<file path="src/stm_pkg.sv">
`default_nettype none
// ============================================================================
// stm_pkg - shared types and constants of the scope sweep engine
// Command beat passed from the sample front to the result back, plus the
// fixed limits of the sweep, the re-arm and the frequency measurement.
// ============================================================================
package stm_pkg;

    // configuration register indexes
    localparam logic CFG_TIME_DIV = 1'b0;
    localparam logic CFG_VOFFSET  = 1'b1;

    // command / result kinds
    localparam logic KIND_PLOT    = 1'b0;
    localparam logic KIND_SUMMARY = 1'b1;

    // sweep limits
    localparam logic [13:0] POINT_FIRST   = 14'd2;
    localparam logic [13:0] POINT_LAST    = 14'd14999;
    localparam logic [13:0] PLOT_COLS     = 14'd100;
    localparam logic [11:0] REARM_TIMEOUT = 12'd3000;
    localparam logic [7:0]  LEVEL_MAX     = 8'd255;

    // frequency = FREQ_NUM / half point index, shown below FREQ_SHOW_LIM when the time division is zero
    localparam logic [14:0] FREQ_NUM      = 15'd23000;
    localparam logic [14:0] FREQ_SHOW_LIM = 15'd10000;
    localparam int          DIV_STEPS     = 15;
    localparam int          DIV_CNT_W     = $clog2(DIV_STEPS);

    // row scaling: s/5 as (s*205)>>10, exact over 8-bit samples
    localparam logic [7:0] RECIP5    = 8'd205;
    localparam logic [5:0] ROW_ZERO  = 6'd2;
    localparam logic [5:0] ROW_BIAS  = 6'd3;
    localparam logic signed [8:0] ROW_SHIFT = 9'sd5;

    // command queue
    localparam int Q_DEPTH = 2;
    localparam int Q_AW    = $clog2(Q_DEPTH);

    typedef enum logic [1:0] {
        PH_SWEEP = 2'b01,
        PH_REARM = 2'b10
    } t_phase;

    typedef enum logic [3:0] {
        PS_WAIT_HIGH = 4'b0001,
        PS_WAIT_LOW  = 4'b0010,
        PS_WAIT_RISE = 4'b0100,
        PS_FOUND     = 4'b1000
    } t_pstate;

    typedef struct packed {
        logic        kind;
        logic [6:0]  column;
        logic [7:0]  sample;
        logic [8:0]  max_level;
        logic [8:0]  peak_to_peak;
        logic [12:0] half;
        logic        found;
        logic        tdiv_zero;
    } t_cmd;

endpackage
`default_nettype wire

</file>
<file path="src/stm_front.sv">
`default_nettype none
// ============================================================================
// stm_front - sample sequencer
// Takes one sample per beat, runs the sweep / re-arm phases, the period
// detector and the level tracking, and issues plot and summary commands.
// ============================================================================
module stm_front import stm_pkg::*; (
    input  wire logic       i_clk,
    input  wire logic       i_rst_n,
    input  wire logic [6:0] i_time_div,
    input  wire logic       i_valid,
    input  wire logic [7:0] i_sample,
    output logic            o_ready,
    input  wire logic       i_q_full,
    output logic            o_push,
    output t_cmd            o_cmd
);

    t_phase      r_phase, n_phase;
    t_pstate     r_pstate, n_pstate;
    logic [13:0] r_point, n_point;
    logic [6:0]  r_skip, n_skip;
    logic [7:0]  r_prev, n_prev;
    logic [7:0]  r_trig, n_trig;
    logic [7:0]  r_upper, n_upper;
    logic [7:0]  r_lower, n_lower;
    logic [12:0] r_half, n_half;
    logic        r_found, n_found;
    logic [8:0]  r_ptp, n_ptp;
    logic [11:0] r_rearm, n_rearm;

    logic        accept;
    logic        rising, above, below;
    t_pstate     ps_step;
    logic        done;
    logic        do_finish;
    logic [7:0]  fin_upper, fin_lower, fin_span;
    logic [8:0]  fin_ptp;
    logic [7:0]  trig_new;

    // stall only when the queue has no room
    assign o_ready = !i_q_full;
    assign accept  = i_valid && o_ready;

    // detector comparisons against previous sample and trigger level
    assign rising = r_prev < i_sample;
    assign above  = i_sample > r_trig;
    assign below  = i_sample < r_trig;

    always_comb begin
        ps_step = r_pstate;
        done    = 1'b0;
        unique case (r_pstate)
            PS_WAIT_HIGH: if (above && rising) ps_step = PS_WAIT_LOW;
            PS_WAIT_LOW:  if (below && rising) ps_step = PS_WAIT_RISE;
            PS_WAIT_RISE: begin
                if (above && rising) begin
                    ps_step = PS_FOUND;
                    done    = 1'b1;
                end
            end
            PS_FOUND:     ps_step = PS_FOUND;
            default:      ps_step = r_pstate;
        endcase
    end

    // level tracking with the point's last sample
    assign fin_upper = (r_upper < i_sample) ? i_sample : r_upper;
    assign fin_lower = (r_lower > i_sample) ? i_sample : r_lower;
    assign fin_span  = fin_upper - fin_lower;
    assign fin_ptp   = {fin_span, 1'b0};
    assign trig_new  = (fin_upper > fin_lower) ? ((fin_span >> 1) + fin_lower) : fin_upper;

    // phase sequencing
    always_comb begin
        n_phase   = r_phase;
        n_pstate  = r_pstate;
        n_point   = r_point;
        n_skip    = r_skip;
        n_prev    = r_prev;
        n_trig    = r_trig;
        n_upper   = r_upper;
        n_lower   = r_lower;
        n_half    = r_half;
        n_found   = r_found;
        n_ptp     = r_ptp;
        n_rearm   = r_rearm;
        do_finish = 1'b0;
        o_push    = 1'b0;
        o_cmd     = '0;

        if (accept) begin
            if (r_phase == PH_SWEEP) begin
                if (r_skip == 7'd0) begin
                    // trigger sample of the point
                    n_pstate = ps_step;
                    if (done) begin
                        n_half  = r_point[13:1];
                        n_found = 1'b1;
                    end
                    n_prev = i_sample;
                    if (i_time_div == 7'd0) do_finish = 1'b1;
                    else                    n_skip    = i_time_div;
                end else begin
                    n_skip = r_skip - 7'd1;
                    if (r_skip == 7'd1) do_finish = 1'b1;
                end
            end else begin
                // re-arm: wait for a period or time out
                n_rearm = r_rearm + 12'd1;
                if (done || (r_rearm > REARM_TIMEOUT)) begin
                    n_phase  = PH_SWEEP;
                    n_point  = POINT_FIRST;
                    n_skip   = 7'd0;
                    n_pstate = PS_WAIT_HIGH;
                    n_upper  = 8'd0;
                    n_lower  = LEVEL_MAX;
                    n_found  = 1'b0;
                end else begin
                    n_prev   = i_sample;
                    n_pstate = ps_step;
                end
            end
        end

        // last sample of a point
        if (do_finish) begin
            n_upper = fin_upper;
            n_lower = fin_lower;
            if (i_sample != 8'd0) n_ptp = fin_ptp;
            if (r_point < PLOT_COLS) begin
                o_push       = 1'b1;
                o_cmd.kind   = KIND_PLOT;
                o_cmd.column = r_point[6:0];
                o_cmd.sample = i_sample;
            end
            if (((r_point > PLOT_COLS) && (n_pstate == PS_FOUND)) ||
                (r_point >= POINT_LAST)) begin
                o_push             = 1'b1;
                o_cmd.kind         = KIND_SUMMARY;
                o_cmd.max_level    = {fin_upper, 1'b0};
                o_cmd.peak_to_peak = n_ptp;
                o_cmd.half         = n_half;
                o_cmd.found        = n_found;
                o_cmd.tdiv_zero    = (i_time_div == 7'd0);
                n_trig   = trig_new;
                n_phase  = PH_REARM;
                n_rearm  = 12'd0;
                n_pstate = PS_WAIT_HIGH;
                n_prev   = i_sample;
            end else begin
                n_point = r_point + 14'd1;
            end
        end
    end

    always_ff @(posedge i_clk) begin
        if (!i_rst_n) begin
            r_phase  <= PH_SWEEP;
            r_pstate <= PS_WAIT_HIGH;
            r_point  <= POINT_FIRST;
            r_skip   <= 7'd0;
            r_prev   <= 8'd0;
            r_trig   <= 8'd0;
            r_upper  <= 8'd0;
            r_lower  <= LEVEL_MAX;
            r_half   <= 13'd0;
            r_found  <= 1'b0;
            r_ptp    <= 9'd0;
            r_rearm  <= 12'd0;
        end else begin
            r_phase  <= n_phase;
            r_pstate <= n_pstate;
            r_point  <= n_point;
            r_skip   <= n_skip;
            r_prev   <= n_prev;
            r_trig   <= n_trig;
            r_upper  <= n_upper;
            r_lower  <= n_lower;
            r_half   <= n_half;
            r_found  <= n_found;
            r_ptp    <= n_ptp;
            r_rearm  <= n_rearm;
        end
    end

    // a summary always hands over to re-arm
    a_summary_rearm: assert property (@(posedge i_clk) disable iff (!i_rst_n)
        (o_push && o_cmd.kind == KIND_SUMMARY) |=> (r_phase == PH_REARM))
        else $error("summary issued without entering re-arm");

    // re-arm never carries skipped samples
    a_rearm_noskip: assert property (@(posedge i_clk) disable iff (!i_rst_n)
        (r_phase == PH_REARM) |-> (r_skip == 7'd0))
        else $error("skip count live during re-arm");

endmodule
`default_nettype wire

</file>
<file path="src/stm_queue.sv">
`default_nettype none
// ============================================================================
// stm_queue - command queue
// Two-entry FIFO between the sample front and the result back.
// ============================================================================
module stm_queue import stm_pkg::*; (
    input  wire logic i_clk,
    input  wire logic i_rst_n,
    input  wire logic i_push,
    input  wire t_cmd i_cmd,
    output logic      o_full,
    input  wire logic i_pop,
    output logic      o_empty,
    output t_cmd      o_head
);

    t_cmd              r_mem [Q_DEPTH];
    logic [Q_AW-1:0]   r_wptr, r_rptr;
    logic [Q_AW:0]     r_count;
    logic              do_push, do_pop;

    assign o_full  = (r_count == (Q_AW+1)'(Q_DEPTH));
    assign o_empty = (r_count == '0);
    assign o_head  = r_mem[r_rptr];
    assign do_push = i_push && !o_full;
    assign do_pop  = i_pop && !o_empty;

    // storage, no reset
    always_ff @(posedge i_clk) begin
        if (do_push) r_mem[r_wptr] <= i_cmd;
    end

    // pointers and fill level
    always_ff @(posedge i_clk) begin
        if (!i_rst_n) begin
            r_wptr  <= '0;
            r_rptr  <= '0;
            r_count <= '0;
        end else begin
            if (do_push) r_wptr <= r_wptr + 1'b1;
            if (do_pop)  r_rptr <= r_rptr + 1'b1;
            r_count <= r_count + (Q_AW+1)'(do_push) - (Q_AW+1)'(do_pop);
        end
    end

    a_no_overflow: assert property (@(posedge i_clk) disable iff (!i_rst_n)
        i_push |-> !o_full)
        else $error("command pushed into a full queue");

    a_count_bound: assert property (@(posedge i_clk) disable iff (!i_rst_n)
        r_count <= (Q_AW+1)'(Q_DEPTH))
        else $error("queue fill level out of range");

endmodule
`default_nettype wire

</file>
<file path="src/stm_back.sv">
`default_nettype none
// ============================================================================
// stm_back - result formatter
// Turns plot commands into registered display rows and summary commands
// into measurements, dividing for the frequency one quotient bit a cycle.
// ============================================================================
module stm_back import stm_pkg::*; (
    input  wire logic              i_clk,
    input  wire logic              i_rst_n,
    input  wire logic signed [6:0] i_voffset,
    input  wire logic              i_q_empty,
    input  wire t_cmd              i_head,
    output logic                   o_pop,
    output logic                   o_valid,
    input  wire logic              i_ready,
    output logic                   o_user,
    output logic [47:0]            o_data
);

    typedef enum logic [2:0] {
        S_IDLE = 3'b001,
        S_DIV  = 3'b010,
        S_HOLD = 3'b100
    } t_bstate;

    t_bstate             r_state, n_state;
    logic [DIV_CNT_W-1:0] r_cnt;
    logic [12:0]         r_div, r_rem;
    logic [14:0]         r_quo;
    logic [8:0]          r_max, r_ptp;
    logic                r_found, r_tdz;
    logic                r_valid;
    logic                r_user;
    logic [47:0]         r_data;

    logic                out_free;
    logic                load_plot, load_sum, start_div;
    logic [15:0]         prod;
    logic [5:0]          rowv;
    logic signed [8:0]   pos;
    logic [5:0]          row;
    logic [13:0]         trial;
    logic                ge;
    logic [13:0]         diff;
    logic [14:0]         freq;
    logic                shown;

    assign out_free = !r_valid || i_ready;

    // display row: s/5 + 3 + offset + 5 (s > 0), off screen maps to row 0
    assign prod = i_head.sample * RECIP5;
    assign rowv = (i_head.sample == 8'd0) ? ROW_ZERO : (prod[15:10] + ROW_BIAS);
    assign pos  = $signed({3'b000, rowv}) + $signed({{2{i_voffset[6]}}, i_voffset}) + ROW_SHIFT;
    assign row  = (!pos[8] && pos[7:6] == 2'b00) ? pos[5:0] : 6'd0;

    // restoring divide step
    assign trial = {r_rem, r_quo[14]};
    assign ge    = trial >= {1'b0, r_div};
    assign diff  = trial - {1'b0, r_div};

    assign freq  = r_found ? r_quo : 15'd0;
    assign shown = r_tdz && (freq < FREQ_SHOW_LIM);

    // sequencing
    always_comb begin
        n_state   = r_state;
        o_pop     = 1'b0;
        load_plot = 1'b0;
        load_sum  = 1'b0;
        start_div = 1'b0;
        unique case (r_state)
            S_IDLE: begin
                if (!i_q_empty) begin
                    if (i_head.kind == KIND_SUMMARY) begin
                        o_pop     = 1'b1;
                        start_div = 1'b1;
                        n_state   = S_DIV;
                    end else if (out_free) begin
                        o_pop     = 1'b1;
                        load_plot = 1'b1;
                    end
                end
            end
            S_DIV: begin
                if (r_cnt == DIV_CNT_W'(DIV_STEPS - 1)) n_state = S_HOLD;
            end
            S_HOLD: begin
                if (out_free) begin
                    load_sum = 1'b1;
                    n_state  = S_IDLE;
                end
            end
            default: n_state = S_IDLE;
        endcase
    end

    // divider and summary capture
    always_ff @(posedge i_clk) begin
        if (start_div) begin
            r_div   <= i_head.half;
            r_rem   <= 13'd0;
            r_quo   <= FREQ_NUM;
            r_cnt   <= '0;
            r_max   <= i_head.max_level;
            r_ptp   <= i_head.peak_to_peak;
            r_found <= i_head.found;
            r_tdz   <= i_head.tdiv_zero;
        end else if (r_state == S_DIV) begin
            r_rem <= ge ? diff[12:0] : trial[12:0];
            r_quo <= {r_quo[13:0], ge};
            r_cnt <= r_cnt + 1'b1;
        end
    end

    // output register
    always_ff @(posedge i_clk) begin
        if (load_plot) begin
            r_user <= KIND_PLOT;
            r_data <= {1'b0, 1'b0, 15'd0, 9'd0, 9'd0, row, i_head.column};
        end else if (load_sum) begin
            r_user <= KIND_SUMMARY;
            r_data <= {1'b0, shown, freq, r_ptp, r_max, 6'd0, 7'd0};
        end
    end

    always_ff @(posedge i_clk) begin
        if (!i_rst_n) begin
            r_state <= S_IDLE;
            r_valid <= 1'b0;
        end else begin
            r_state <= n_state;
            if (load_plot || load_sum) r_valid <= 1'b1;
            else if (i_ready)          r_valid <= 1'b0;
        end
    end

    assign o_valid = r_valid;
    assign o_user  = r_user;
    assign o_data  = r_data;

    a_div_no_pop: assert property (@(posedge i_clk) disable iff (!i_rst_n)
        (r_state != S_IDLE) |-> !o_pop)
        else $error("queue popped while a summary is in progress");

    a_div_len: assert property (@(posedge i_clk) disable iff (!i_rst_n)
        $rose(r_state == S_HOLD) |-> $past(r_state == S_DIV))
        else $error("summary reached output without division");

endmodule
`default_nettype wire

</file>
<file path="src/scope_trigger_sweep_measure.sv">
`default_nettype none
// ============================================================================
// scope_trigger_sweep_measure - scope sweep engine top level
// Configuration registers, sample front, command queue and result back.
// ============================================================================
// One 8-bit sample is taken per clock whenever the two-entry command queue
// has room. A plotted point is registered at the output once at the queue
// head with the output free; an end-of-sweep summary holds the back end
// for the frequency division, one quotient bit per cycle, so the back end
// alone may stall input once per sweep, when re-arm completes at once and
// plot points follow the summary closely; result-side stalls add to this.
// There is no clearing pass after reset. Configuration must be written
// only while the block is idle; the block itself does not enforce this.
module scope_trigger_sweep_measure import stm_pkg::*; (
    input  wire logic        i_clk,
    input  wire logic        i_rst_n,
    // configuration write port
    input  wire logic        i_cfg_we,
    input  wire logic        i_cfg_addr,
    input  wire logic [6:0]  i_cfg_wdata,
    // sample stream
    input  wire logic        s_axis_tvalid,
    output logic             s_axis_tready,
    input  wire logic [7:0]  s_axis_tdata,   // [7:0] sample
    // result stream
    output logic             m_axis_tvalid,
    input  wire logic        m_axis_tready,
    // [6:0] column, [12:7] row, [21:13] max_level, [30:22] peak_to_peak,
    // [45:31] frequency, [46] frequency_shown, [47] zero
    output logic [47:0]      m_axis_tdata,
    output logic             m_axis_tuser    // [0] result_kind
);

    logic [6:0]        r_time_div;
    logic signed [6:0] r_voffset;

    logic q_full, q_empty, q_push, q_pop;
    t_cmd push_cmd, head_cmd;

    // configuration registers
    always_ff @(posedge i_clk) begin
        if (!i_rst_n) begin
            r_time_div <= 7'd0;
            r_voffset  <= 7'sd0;
        end else if (i_cfg_we) begin
            unique case (i_cfg_addr)
                CFG_TIME_DIV: r_time_div <= i_cfg_wdata;
                CFG_VOFFSET:  r_voffset  <= $signed(i_cfg_wdata);
                default:      r_time_div <= r_time_div;
            endcase
        end
    end

    stm_front u_front (
        .i_clk      (i_clk),
        .i_rst_n    (i_rst_n),
        .i_time_div (r_time_div),
        .i_valid    (s_axis_tvalid),
        .i_sample   (s_axis_tdata),
        .o_ready    (s_axis_tready),
        .i_q_full   (q_full),
        .o_push     (q_push),
        .o_cmd      (push_cmd)
    );

    stm_queue u_queue (
        .i_clk   (i_clk),
        .i_rst_n (i_rst_n),
        .i_push  (q_push),
        .i_cmd   (push_cmd),
        .o_full  (q_full),
        .i_pop   (q_pop),
        .o_empty (q_empty),
        .o_head  (head_cmd)
    );

    stm_back u_back (
        .i_clk     (i_clk),
        .i_rst_n   (i_rst_n),
        .i_voffset (r_voffset),
        .i_q_empty (q_empty),
        .i_head    (head_cmd),
        .o_pop     (q_pop),
        .o_valid   (m_axis_tvalid),
        .i_ready   (m_axis_tready),
        .o_user    (m_axis_tuser),
        .o_data    (m_axis_tdata)
    );

endmodule
`default_nettype wire
</file>
<file path="config.mk">
export PLATFORM = sky130hd
export DESIGN_NAME = scope_trigger_sweep_measure
export DESIGN_NICKNAME = d
export VERILOG_FILES = /design/src/stm_pkg.sv /design/src/stm_front.sv /design/src/stm_queue.sv /design/src/stm_back.sv /design/src/scope_trigger_sweep_measure.sv
export SDC_FILE = /design/constraint.sdc
export NUM_CORES = 1
export LEC_CHECK = 0
export ABC_CLOCK_PERIOD_IN_PS = 8400
export BUFFER_PORTS_ARGS = -buffer_cell sky130_fd_sc_hd__buf_2
export CORE_MARGIN = 1
export CORE_UTILIZATION = 40
export DETAILED_ROUTE_END_ITERATION = 7
export GPL_ROUTABILITY_DRIVEN = 0
export SLEW_MARGIN = 0
export SYNTH_ARGS = -nofsm -noshare
export SYNTH_HDL_FRONTEND = slang
export SYNTH_HIERARCHICAL = 1
export SYNTH_SLANG_ARGS = --single-unit
export TNS_END_PERCENT = 50
</file>
<file path="constraint.sdc">
create_clock -name i_clk -period 8.4 [get_ports i_clk]
set_input_delay 0.42 -clock i_clk [delete_from_list [all_inputs] [get_ports i_clk]]
set_output_delay 0.42 -clock i_clk [all_outputs]
set_load 0.02 [all_outputs]
</file>
==> flow_metrics.env, run 1 <==
export IMPL_status="complete, no violations"
export IMPL_h_tree_depth=2
export IMPL_die_w_um=212
export IMPL_yosysSeqAreaShare_pct=45.3
export IMPL_remaining_drc_errors=0
export IMPL_grt_pass1_vias=12469
export IMPL_grt_overflow_total=0
export IMPL_worstMarginPinSlew_ns=1.24
export IMPL_vias_per_cell=5.35
export IMPL_drt_iter0_markers=710
export IMPL_pre_cts_ws_ns=1.24
export IMPL_io_buffers=70
export IMPL_ant_nets=0
export IMPL_worstPathArrival_ns=7.59
export IMPL_fmax_mhz=139
export IMPL_area_growth_pct=11.6
export IMPL_drv_cap=0
export IMPL_required_ns=8.79
export IMPL_ys_types=105
export IMPL_nets=1998
export IMPL_cts_num_sinks=328
export IMPL_slew_headroom_pct=16.4
export IMPL_wl_um=40100
export IMPL_fin_setup_tns_ns=0
export IMPL_cp_common_cell="ha_1"
export IMPL_hold_class="in2reg"
export IMPL_post_drt_wl_per_cell_um=16.4
export IMPL_drtPass1Iterations=5
export IMPL_cts_setup_buffers=0
export IMPL_critPathLaunchType="flip-flop"
export IMPL_start_util_pct=40.8
export IMPL_num_vias=13098
export IMPL_cp_slowest_cell="a2111oi_0"
export IMPL_synth_edf_count=144
export IMPL_crit_path_max_fanout=42
export IMPL_async_flop_share_pct=0
export IMPL_synth_ff_type="dfxtp_1"
export IMPL_synth_warnings=6
export IMPL_max_stage_delay_ns=0.60
export IMPL_grt_usage_pct=17.9
export IMPL_fin_util_pct=45.5
export IMPL_setup_ws_ns=1.21
export IMPL_row_count=76
export IMPL_grt_start_max_net_pins=56
export IMPL_hold_viol=0
export IMPL_antenna_cells=0
export IMPL_setup_violations=0
export IMPL_ctsLongestPathBuffers=3
export IMPL_fin_skew_ns=0.0352
export IMPL_antenna_found_initial=0
export IMPL_dp_final_hpwl_um=27900
export IMPL_synthCells=1788
export IMPL_finalCritPeriodShare_pct=85.6
export IMPL_synth_nets=1950
export IMPL_final_max_slew_viol_count=0
export IMPL_cts_buffers=37
export IMPL_crit_family="compound AO/OA/AOI/OAI gates"
export IMPL_clock_latency_ns=0.58
export IMPL_core_area_mm2=0.0434
export IMPL_dieArea_mm2=0.0451
export IMPL_synth_area_per_cell_um2=9.90
export IMPL_die_h_um=212
export IMPL_crit_type="reg2reg"
export IMPL_ctsHoldBuffers=0
export IMPL_netlist_area_mm2=0.0177
export IMPL_worst_path_buf_inv=4
export IMPL_final_layout_size_suffix_gt1_share_pct=13.1
export IMPL_synth_seq_cells=328
export IMPL_cts_resized_gates=0
export IMPL_io_pins=72
export IMPL_rsz0062_at_grt="no"
export IMPL_setup_worst_path_end_class="flip-flop"
export IMPL_path_clk_slew_ns=0.06
export IMPL_period_minus_slack_ns=7.19
export IMPL_grt_pass1_wl_um=64500
export IMPL_cts_root_buf="clkbuf_16"
export IMPL_cts_tree="done"
## metrics by stage
step | area (µm²) | hold slack [ns] | instances
after floorplan | 17700 | 0.425 | 1788
after global placement | 18500 | 0.436 | 2382
after detailed placement | 18500 | 0.442 | 2382
after CTS | 19700 | 0.129 | 2450
after global routing | 19700 | 0.145 | 2450
final | 19700 | 0.151 | 2450
## layout by cell type, fill, tap and decap left out, types with 37 or more instances in the layout
cell type	n
mux2i_1	51
clkbuf_16	37
mux2_2	40
edfxtp_1	144
nor2_1	157
nand3_1	72
o21ai_0	51
a21oi_1	130
buf_2	70
ha_1	130
nand2_1	196
dfxtp_1	183
inv_1	94
## flip-flops by register name, indices dropped and copies added, names as in the netlist, 4 cells and up, named ones only
signal / count
r_time_div: 7
r_voffset: 7
u_back/o_data: 47
u_back/r_cnt: 4
u_back/r_div: 13
u_back/r_max: 9
u_back/r_ptp: 9
u_back/r_quo: 15
u_back/r_rem: 13
u_front/r_half: 13
u_front/r_lower: 8
u_front/r_point: 14
u_front/r_prev: 8
u_front/r_pstate: 4
u_front/r_ptp: 9
u_front/r_rearm: 12
u_front/r_skip: 7
u_front/r_trig: 8
u_front/r_upper: 8
u_queue/r_mem: 98
## final cells by class
class                           instances  area (µm²)
Inverter                               97         364
Sequential cell                       328        8010
Timing Repair Buffer                   85         463
Clock inverter                         21         243
Fill cell                            4101       23600
Multi-Input combinational cell       1287        8970
Tap cell                              585         732
Clock buffer                           47         963
## per-layer routing
metal  GRT usage, %  vias up  routed length [µm]
li1               -     6503                   -
met1           23.8     6282               18700
met2           29.7      244               18800
met3           3.19       69                1640
met4           5.31        0                 947
met5              0        -                   0
## synthesized netlist by cell type (all sizes together), types with 13 or more instances
| library cell | count | area share [%] |
|---|---|---|
| clkbuf | 48 | 1.0 |
| nor3 | 38 | 1.2 |
| nor4 | 20 | 0.83 |
| inv | 95 | 2.0 |
| nand2 | 199 | 4.3 |
| edfxtp | 144 | 24 |
| a31oi | 13 | 0.54 |
| ha | 130 | 9.2 |
| nand4 | 18 | 0.64 |
| a21o | 27 | 1.1 |
| xor2 | 23 | 1.1 |
| a21oi | 132 | 3.8 |
| and2 | 23 | 0.83 |
| buf | 28 | 1.1 |
| nand3 | 72 | 2.0 |
| dfxtp | 184 | 21 |
| mux2i | 52 | 3.0 |
| mux2 | 53 | 3.6 |
| xnor2 | 31 | 1.5 |
| nand2b | 18 | 0.64 |
| or2 | 14 | 0.49 |
| nor2b | 18 | 0.64 |
| o21a | 23 | 0.98 |
| nor2 | 161 | 3.4 |
| o21ai | 64 | 1.8 |
| a211oi | 15 | 0.71 |
## tightest hold or removal path: stages
cell and delay [ns]:
buf_2 0.10, nand2_1 0.08, mux2i_1 0.07
## cells by family (layout without fill, tap and decap cells)
family,Yosys count,in the layout,synth area share (%)
muxes,105,105,6.60
buffers and inverters,173,250,4.21
xor gates and xnor gates,55,55,2.80
DFF,328,328,45.3
AOI/OAI and AO/OA,359,359,13.8
adders and majority gates,141,141,10.4
and+or+nand+nor,625,625,16.8
other,2,2,0.0424
## worst paths after layout
path                                           to              start  depth (start not counted)  slack [ns]
worst max-delay path            u_back/o_data[12]          flip-flop                         25        1.21
worst min-delay path                 r_voffset[1]     i_cfg_wdata[1]                          3        0.15
worst max register to register  u_back/o_data[12]          flip-flop                         25        1.21
worst min register to register  u_back/o_data[43]  u_back/o_data[43]                          2        0.45
Power of run 1 is left out: the tool's default activity adds up to more than one toggle a clock period on the data nets, which glitch-free logic cannot reach.
==> run 2: changes to the inputs <==
RECOVER_POWER = 50   (was default)
SYNTH_HIERARCHICAL = default   (was 1)
==> flow_metrics.env, run 2 <==
export IMPL_status="complete, but fails checks"
export IMPL_violations="max-capacitance violations, max-slew violations"
export IMPL_cts_resized_gates=0
export IMPL_wl_um=36900
export IMPL_worstPathArrival_ns=7.78
export IMPL_ctsHoldBuffers=0
export IMPL_start_util_pct=40.7
export IMPL_drt_iter0_markers=747
export IMPL_required_ns=8.66
export IMPL_synth_most_common_cell="dfxtp_1"
export IMPL_hold_viol=0
export IMPL_fin_setup_tns_ns=0
export IMPL_r2r_setup_slack_ns=0.88
export IMPL_largest_reg_flops=96
export IMPL_crit_type="reg2reg"
export IMPL_pwr_share_clk_pct=21.1
export IMPL_fin_skew_ns=0.0189
export IMPL_fmax_mhz=133
export IMPL_top_layer_used="met4"
export IMPL_netlist_area_mm2=0.0166
export IMPL_synthCells=1696
export IMPL_final_layout_size_suffix_gt1_share_pct=8.55
export IMPL_grt_pass1_wl_um=60700
export IMPL_combPwrFrac_pct=53.8
export IMPL_synth_top_area_share_pct=25.4
export IMPL_synth_edf_count=141
export IMPL_io_buffers=69
export IMPL_cts_root_buf="clkbuf_16"
export IMPL_internal_power_mw=4.76
export IMPL_cts_buffers=37
export IMPL_leakage_nw=7.40
export IMPL_die_h_um=206
export IMPL_yosysSeqAreaShare_pct=47.4
export IMPL_worstMarginPinSlew_ns=3.69
export IMPL_synth_seq_cells=324
export IMPL_setup_worst_path_end_class="flip-flop"
export IMPL_setup_violations=0
export IMPL_vdd_drop_max_mv=0.829
export IMPL_die_w_um=206
export IMPL_r2r_end="u_back.o_data[12]"
export IMPL_num_vias=12175
export IMPL_vias_per_cell=5.30
export IMPL_ys_top_cells_by_area="edfxtp_1 (25%), dfxtp_1 (22%), ha_1 (9.2%)"
export IMPL_path_clk_slew_ns=0.06
export IMPL_antenna_cells=0
export IMPL_post_drt_wl_per_cell_um=16.1
export IMPL_grt_usage_pct=17.8
export IMPL_row_count=74
export IMPL_final_max_slew_viol_count=189
export IMPL_nets=1896
export IMPL_seq_power_share_pct=25.1
export IMPL_netlist_top_cells_count="dfxtp_1 (183), nand2_1 (177), nor2_1 (157), edfxtp_1 (141), a21oi_1 (125)"
export IMPL_core_area_mm2=0.0409
export IMPL_mostFrequentLayoutCell="dfxtp_1"
export IMPL_total_power_mw=8.09
export IMPL_grt_start_max_net_pins=78
export IMPL_swShare_pct=41.2
export IMPL_grt_overflow_total=0
export IMPL_dp_final_hpwl_um=25900
export IMPL_ant_nets=0
export IMPL_drv_cap=4
export IMPL_area_growth_pct=12.3
export IMPL_ys_types=74
export IMPL_cts_tree="done"
export IMPL_synth_top_area_cell="edfxtp_1"
export IMPL_grt_pass1_vias=11544
export IMPL_clock_latency_ns=0.54
export IMPL_cts_num_sinks=324
export IMPL_hold_class="in2reg"
export IMPL_remaining_drc_errors=0
export IMPL_wl_met2_um=16500
export IMPL_wl_met1_um=18000
export IMPL_cts_setup_buffers=0
export IMPL_dieArea_mm2=0.0424
export IMPL_critPathLaunchType="flip-flop"
export IMPL_period_minus_slack_ns=7.52
export IMPL_power_density_mw_per_mm2=433
export IMPL_wl_met3_um=1460
export IMPL_mostFrequentLayoutCells="dfxtp_1 (182), nand2_1 (177), nor2_1 (156)"
export IMPL_rsz0062_at_grt="no"
export IMPL_drtPass1Iterations=5
export IMPL_cp_endpoint="u_back.o_data[12]"
export IMPL_h_tree_depth=2
export IMPL_slew_headroom_pct=-146
export IMPL_ctsLongestPathBuffers=3
export IMPL_synth_ff_type="dfxtp_1"
export IMPL_synth_area_per_cell_um2=9.81
export IMPL_finalCritPeriodShare_pct=89.5
export IMPL_top_register="u_queue.r_mem"
export IMPL_synth_warnings=0
export IMPL_power_switching_mw=3.33
export IMPL_io_pins=72
export IMPL_reg2regPathDepth=27
export IMPL_antenna_found_initial=0
export IMPL_crit_path_max_fanout=9
export IMPL_async_flop_share_pct=0
run 2: worst min path at each step:
stage / start / to / slack (ns) / cells past startpoint
5_1_grt: i_cfg_wdata[2] / r_voffset[2] / 0.14 / 3
6_report: i_cfg_wdata[2] / r_time_div[2] / 0.14 / 3
3_5_place_dp: u_back.o_data[45] / u_back.o_data[45] / 0.44 / 2
2_1_floorplan: u_front.r_ptp[0] / u_front.r_ptp[0] / 0.43 / 2
4_1_cts: i_cfg_wdata[2] / r_time_div[2] / 0.12 / 3
3_3_place_gp: u_front.r_ptp[0] / u_front.r_ptp[0] / 0.43 / 2
run 2: metal layers:
| metal | global-route usage, % | vias up |
|---|---|---|
| met5 | 0 | - |
| met2 | 28.4 | 250 |
| li1 | - | 6102 |
| met4 | 6.36 | 0 |
| met3 | 2.74 | 57 |
| met1 | 24.2 | 5766 |
run 2: cells by family after synthesis:
| kind of cell | synth area share [%] |
|---|---|
| AOI/OAI and AO/OA | 12.2 |
| xor gates and xnor gates | 3.00 |
| adders and majority gates | 11.0 |
| buffers and inverters | 4.58 |
| DFF | 47.4 |
| muxes | 6.05 |
| other | 0.0225 |
| and+or+nand+nor | 15.7 |
run 2: area by class of cell:
| class | instances | area (µm²) |
|---|---|---|
| clock buffers | 43 | 1000 |
| clock inverters | 24 | 290 |
| fillers | 3857 | 22200 |
| inverters | 109 | 409 |
| multi-input cells | 1180 | 8020 |
| flip-flops and latches | 324 | 7900 |
| well taps | 532 | 666 |
| repair buffers | 86 | 395 |
run 2: stage by stage:
| step | instance area, µm² | std cells | setup slack, ns | utilization, % | hold WS (ns) |
|---|---|---|---|---|---|
| CTS | 18800 | 2298 | 0.840 | 45.9 | 0.116 |
| floorplan | 16600 | 1697 | 0.945 | - | 0.425 |
| global route | 18700 | 2298 | 0.330 | 45.7 | 0.145 |
| finish | 18700 | 2298 | 0.879 | 45.7 | 0.142 |
| detailed placement | 17500 | 2231 | 0.873 | 42.7 | 0.442 |
| global placement | 17500 | 2231 | 1.02 | 42.7 | 0.433 |
run 2: critical path: stages (launching register included):
cell and delay, ns:
dfxtp_2 0.49, mux2i_1 0.42, ha_1 0.33, ha_1 0.28
inv_1 0.05, fa_1 0.50, fa_1 0.55, inv_1 0.05
ha_1 0.30, nand2_1 0.06, or4_1 0.48, a32oi_1 0.48
a21oi_1 0.16, xor2_1 0.17, ha_1 0.22, nor2_1 0.09
maj3_1 0.36, a222oi_1 0.33, o21ai_0 0.16, xnor2_1 0.15
nor2_1 0.06, ha_1 0.32, a21oi_1 0.21, xnor2_1 0.18
nand3_1 0.17, a21o_1 0.21, o221ai_1 0.37, nor2_1 0.10
run 2: power groups by stage:
stage | registers (mW) | clock network, mW | logic (mW)
final | 2.03 | 1.71 | 4.35
after global routing | 2.05 | 1.81 | 4.97
after CTS | 2.03 | 1.75 | 4.38
after detailed placement | 2.06 | 0 | 4.36
after global placement | 2.06 | 0 | 4.25
after floorplan | 2.03 | 0 | 3.52
(Power assumes the default switching activity.)
==> run 3: changes to the inputs <==
CORE_UTILIZATION = 60   (was 40)
PLACE_DENSITY = 0.78   (was default)
==> flow_metrics.env, run 3 (same netlist as run 2, synthesis figures left out) <==
export IMPL_status="complete, but fails checks"
export IMPL_violations="max-capacitance violations, max-slew violations"
export IMPL_final_layout_size_suffix_gt1_share_pct=7.89
export IMPL_top_register="u_queue.r_mem"
export IMPL_row_count=60
export IMPL_drt_iter0_markers=1014
export IMPL_dp_final_hpwl_um=24700
export IMPL_cp_common_cell="ha_1"
export IMPL_cp_slowest_cell="fa_1"
export IMPL_post_drt_wl_per_cell_um=16.9
export IMPL_antenna_cells=0
export IMPL_swShare_pct=41.9
export IMPL_pwr_share_clk_pct=19.6
export IMPL_setup_worst_path_end_class="flip-flop"
export IMPL_fin_skew_ns=0.0233
export IMPL_clock_latency_ns=0.52
export IMPL_start_util_pct=61.4
export IMPL_ant_nets=0
export IMPL_area_growth_pct=10.4
export IMPL_cts_tree="done"
export IMPL_reg2regPathDepth=28
export IMPL_cts_num_sinks=324
export IMPL_hold_class="in2reg"
export IMPL_cts_resized_gates=0
export IMPL_mostFrequentLayoutCells="dfxtp_1 (182), nand2_1 (177), nor2_1 (156)"
export IMPL_grt_pass1_wl_um=59500
export IMPL_dieArea_mm2=0.0284
export IMPL_nets=1893
export IMPL_largest_reg_flops=96
export IMPL_setup_violations=0
export IMPL_finalCritPeriodShare_pct=91.4
export IMPL_crit_path_max_fanout=9
export IMPL_combPwrFrac_pct=55.2
export IMPL_h_tree_depth=2
export IMPL_core_area_mm2=0.0271
export IMPL_vdd_drop_max_mv=0.608
export IMPL_die_h_um=169
export IMPL_slew_headroom_pct=-145
export IMPL_fmax_mhz=130
export IMPL_critPathLaunchType="flip-flop"
export IMPL_grt_start_max_net_pins=78
export IMPL_grt_pass1_vias=12224
export IMPL_wl_um=36000
export IMPL_r2r_end="u_back.o_data[11]"
export IMPL_die_w_um=169
export IMPL_worstPathArrival_ns=7.91
export IMPL_max_stage_delay_ns=0.53
export IMPL_ctsLongestPathBuffers=3
export IMPL_fillers=2097
export IMPL_drtPass1Iterations=5
export IMPL_fin_util_pct=67.8
export IMPL_antenna_found_initial=0
export IMPL_final_max_slew_viol_count=170
export IMPL_period_minus_slack_ns=7.68
export IMPL_cts_root_buf="clkbuf_16"
export IMPL_cts_buffers=35
export IMPL_fin_setup_tns_ns=0
export IMPL_cp_endpoint="u_back.o_data[11]"
export IMPL_grt_overflow_total=0
export IMPL_ctsHoldBuffers=0
export IMPL_internal_power_mw=4.70
export IMPL_grt_usage_pct=25.8
export IMPL_crit_type="reg2reg"
export IMPL_worstMarginPinSlew_ns=3.68
export IMPL_remaining_drc_errors=0
export IMPL_mostFrequentLayoutCell="dfxtp_1"
export IMPL_power_switching_mw=3.39
export IMPL_seq_power_share_pct=25.1
export IMPL_num_vias=12573
export IMPL_r2r_setup_slack_ns=0.72
export IMPL_required_ns=8.64
export IMPL_hold_viol=0
export IMPL_leakage_nw=7.34
export IMPL_total_power_mw=8.09
export IMPL_cts_setup_buffers=0
export IMPL_io_pins=72
export IMPL_io_buffers=69
export IMPL_vias_per_cell=5.89
export IMPL_drv_cap=4
export IMPL_rsz0062_at_grt="no"
export IMPL_path_clk_slew_ns=0.06
export IMPL_power_density_mw_per_mm2=440
==> run 3: cell types whose count changed in the layout (fill, tap and decap cells not counted), sizes merged <==
cell / delta
bufinv: -1
clkinvlp: -2
clkinv: -8
clkbuf: +9
buf: -2
==> run 3: power by group through the flow <==
stage	Sequential, mW	Combinational (mW)	Clock [mW]
after floorplan	2.03	3.52	0
after global placement	2.05	4.23	0
after detailed placement	2.06	4.41	0
after CTS	2.03	4.45	1.62
after global routing	2.05	5.02	1.67
final	2.03	4.47	1.59
==> run 3: worst max-delay path: cells and delay by family (launching register included) <==
family | cells | cell delay, ns
AO/OA/AOI/OAI | 8 | 2.26
XOR/XNOR | 4 | 0.71
adder cells (fa/ha/maj) | 8 | 2.85
buffers and inverters | 3 | 0.22
flip-flops | 1 | 0.49
multiplexers | 1 | 0.40
AND/OR/NAND/NOR | 4 | 0.47
==> run 3: through the flow <==
step	instance area, µm²	instances	hold slack, ns	setup slack, ns
6_report	18400	2134	0.158	0.724
5_1_grt	18400	2134	0.172	0.202
4_1_cts	18500	2134	0.148	0.778
3_5_place_dp	17300	2070	0.445	0.816
3_3_place_gp	17300	2070	0.434	1.08
2_1_floorplan	16600	1697	0.425	0.945
==> run 3: routing by layer <==
| metal | global-route usage [%] | up-vias | wire length, µm |
|---|---|---|---|
| li1 | - | 6088 | - |
| met1 | 34.0 | 5967 | 16100 |
| met2 | 43.1 | 434 | 16700 |
| met3 | 3.67 | 84 | 2110 |
| met4 | 9.72 | 0 | 1130 |
| met5 | 0 | - | 0 |
==> run 3: final cells by class <==
| type | count | area (µm²) | share of cell area [%] |
|---|---|---|---|
| Inverter | 109 | 409 | 2.23 |
| Clock inverter | 13 | 208 | 1.13 |
| Timing Repair Buffer | 85 | 384 | 2.09 |
| Multi-Input combinational cell | 1180 | 8020 | 43.7 |
| Tap cell | 372 | 465 | 2.53 |
| Sequential cell | 324 | 7900 | 43.0 |
| Clock buffer | 51 | 988 | 5.38 |
==> run 3: worst min-delay path by stage <==
stage / start / to / slack, ns / depth (start not counted)
after floorplan: u_front.r_ptp[0] / u_front.r_ptp[0] / 0.43 / 2
after global placement: u_front.r_ptp[0] / u_front.r_ptp[0] / 0.43 / 2
after detailed placement: u_back.o_data[36] / u_back.o_data[36] / 0.45 / 2
after CTS: i_cfg_wdata[6] / r_time_div[6] / 0.15 / 3
after global routing: i_cfg_wdata[6] / r_time_div[6] / 0.17 / 3
final: i_cfg_wdata[6] / r_time_div[6] / 0.16 / 3
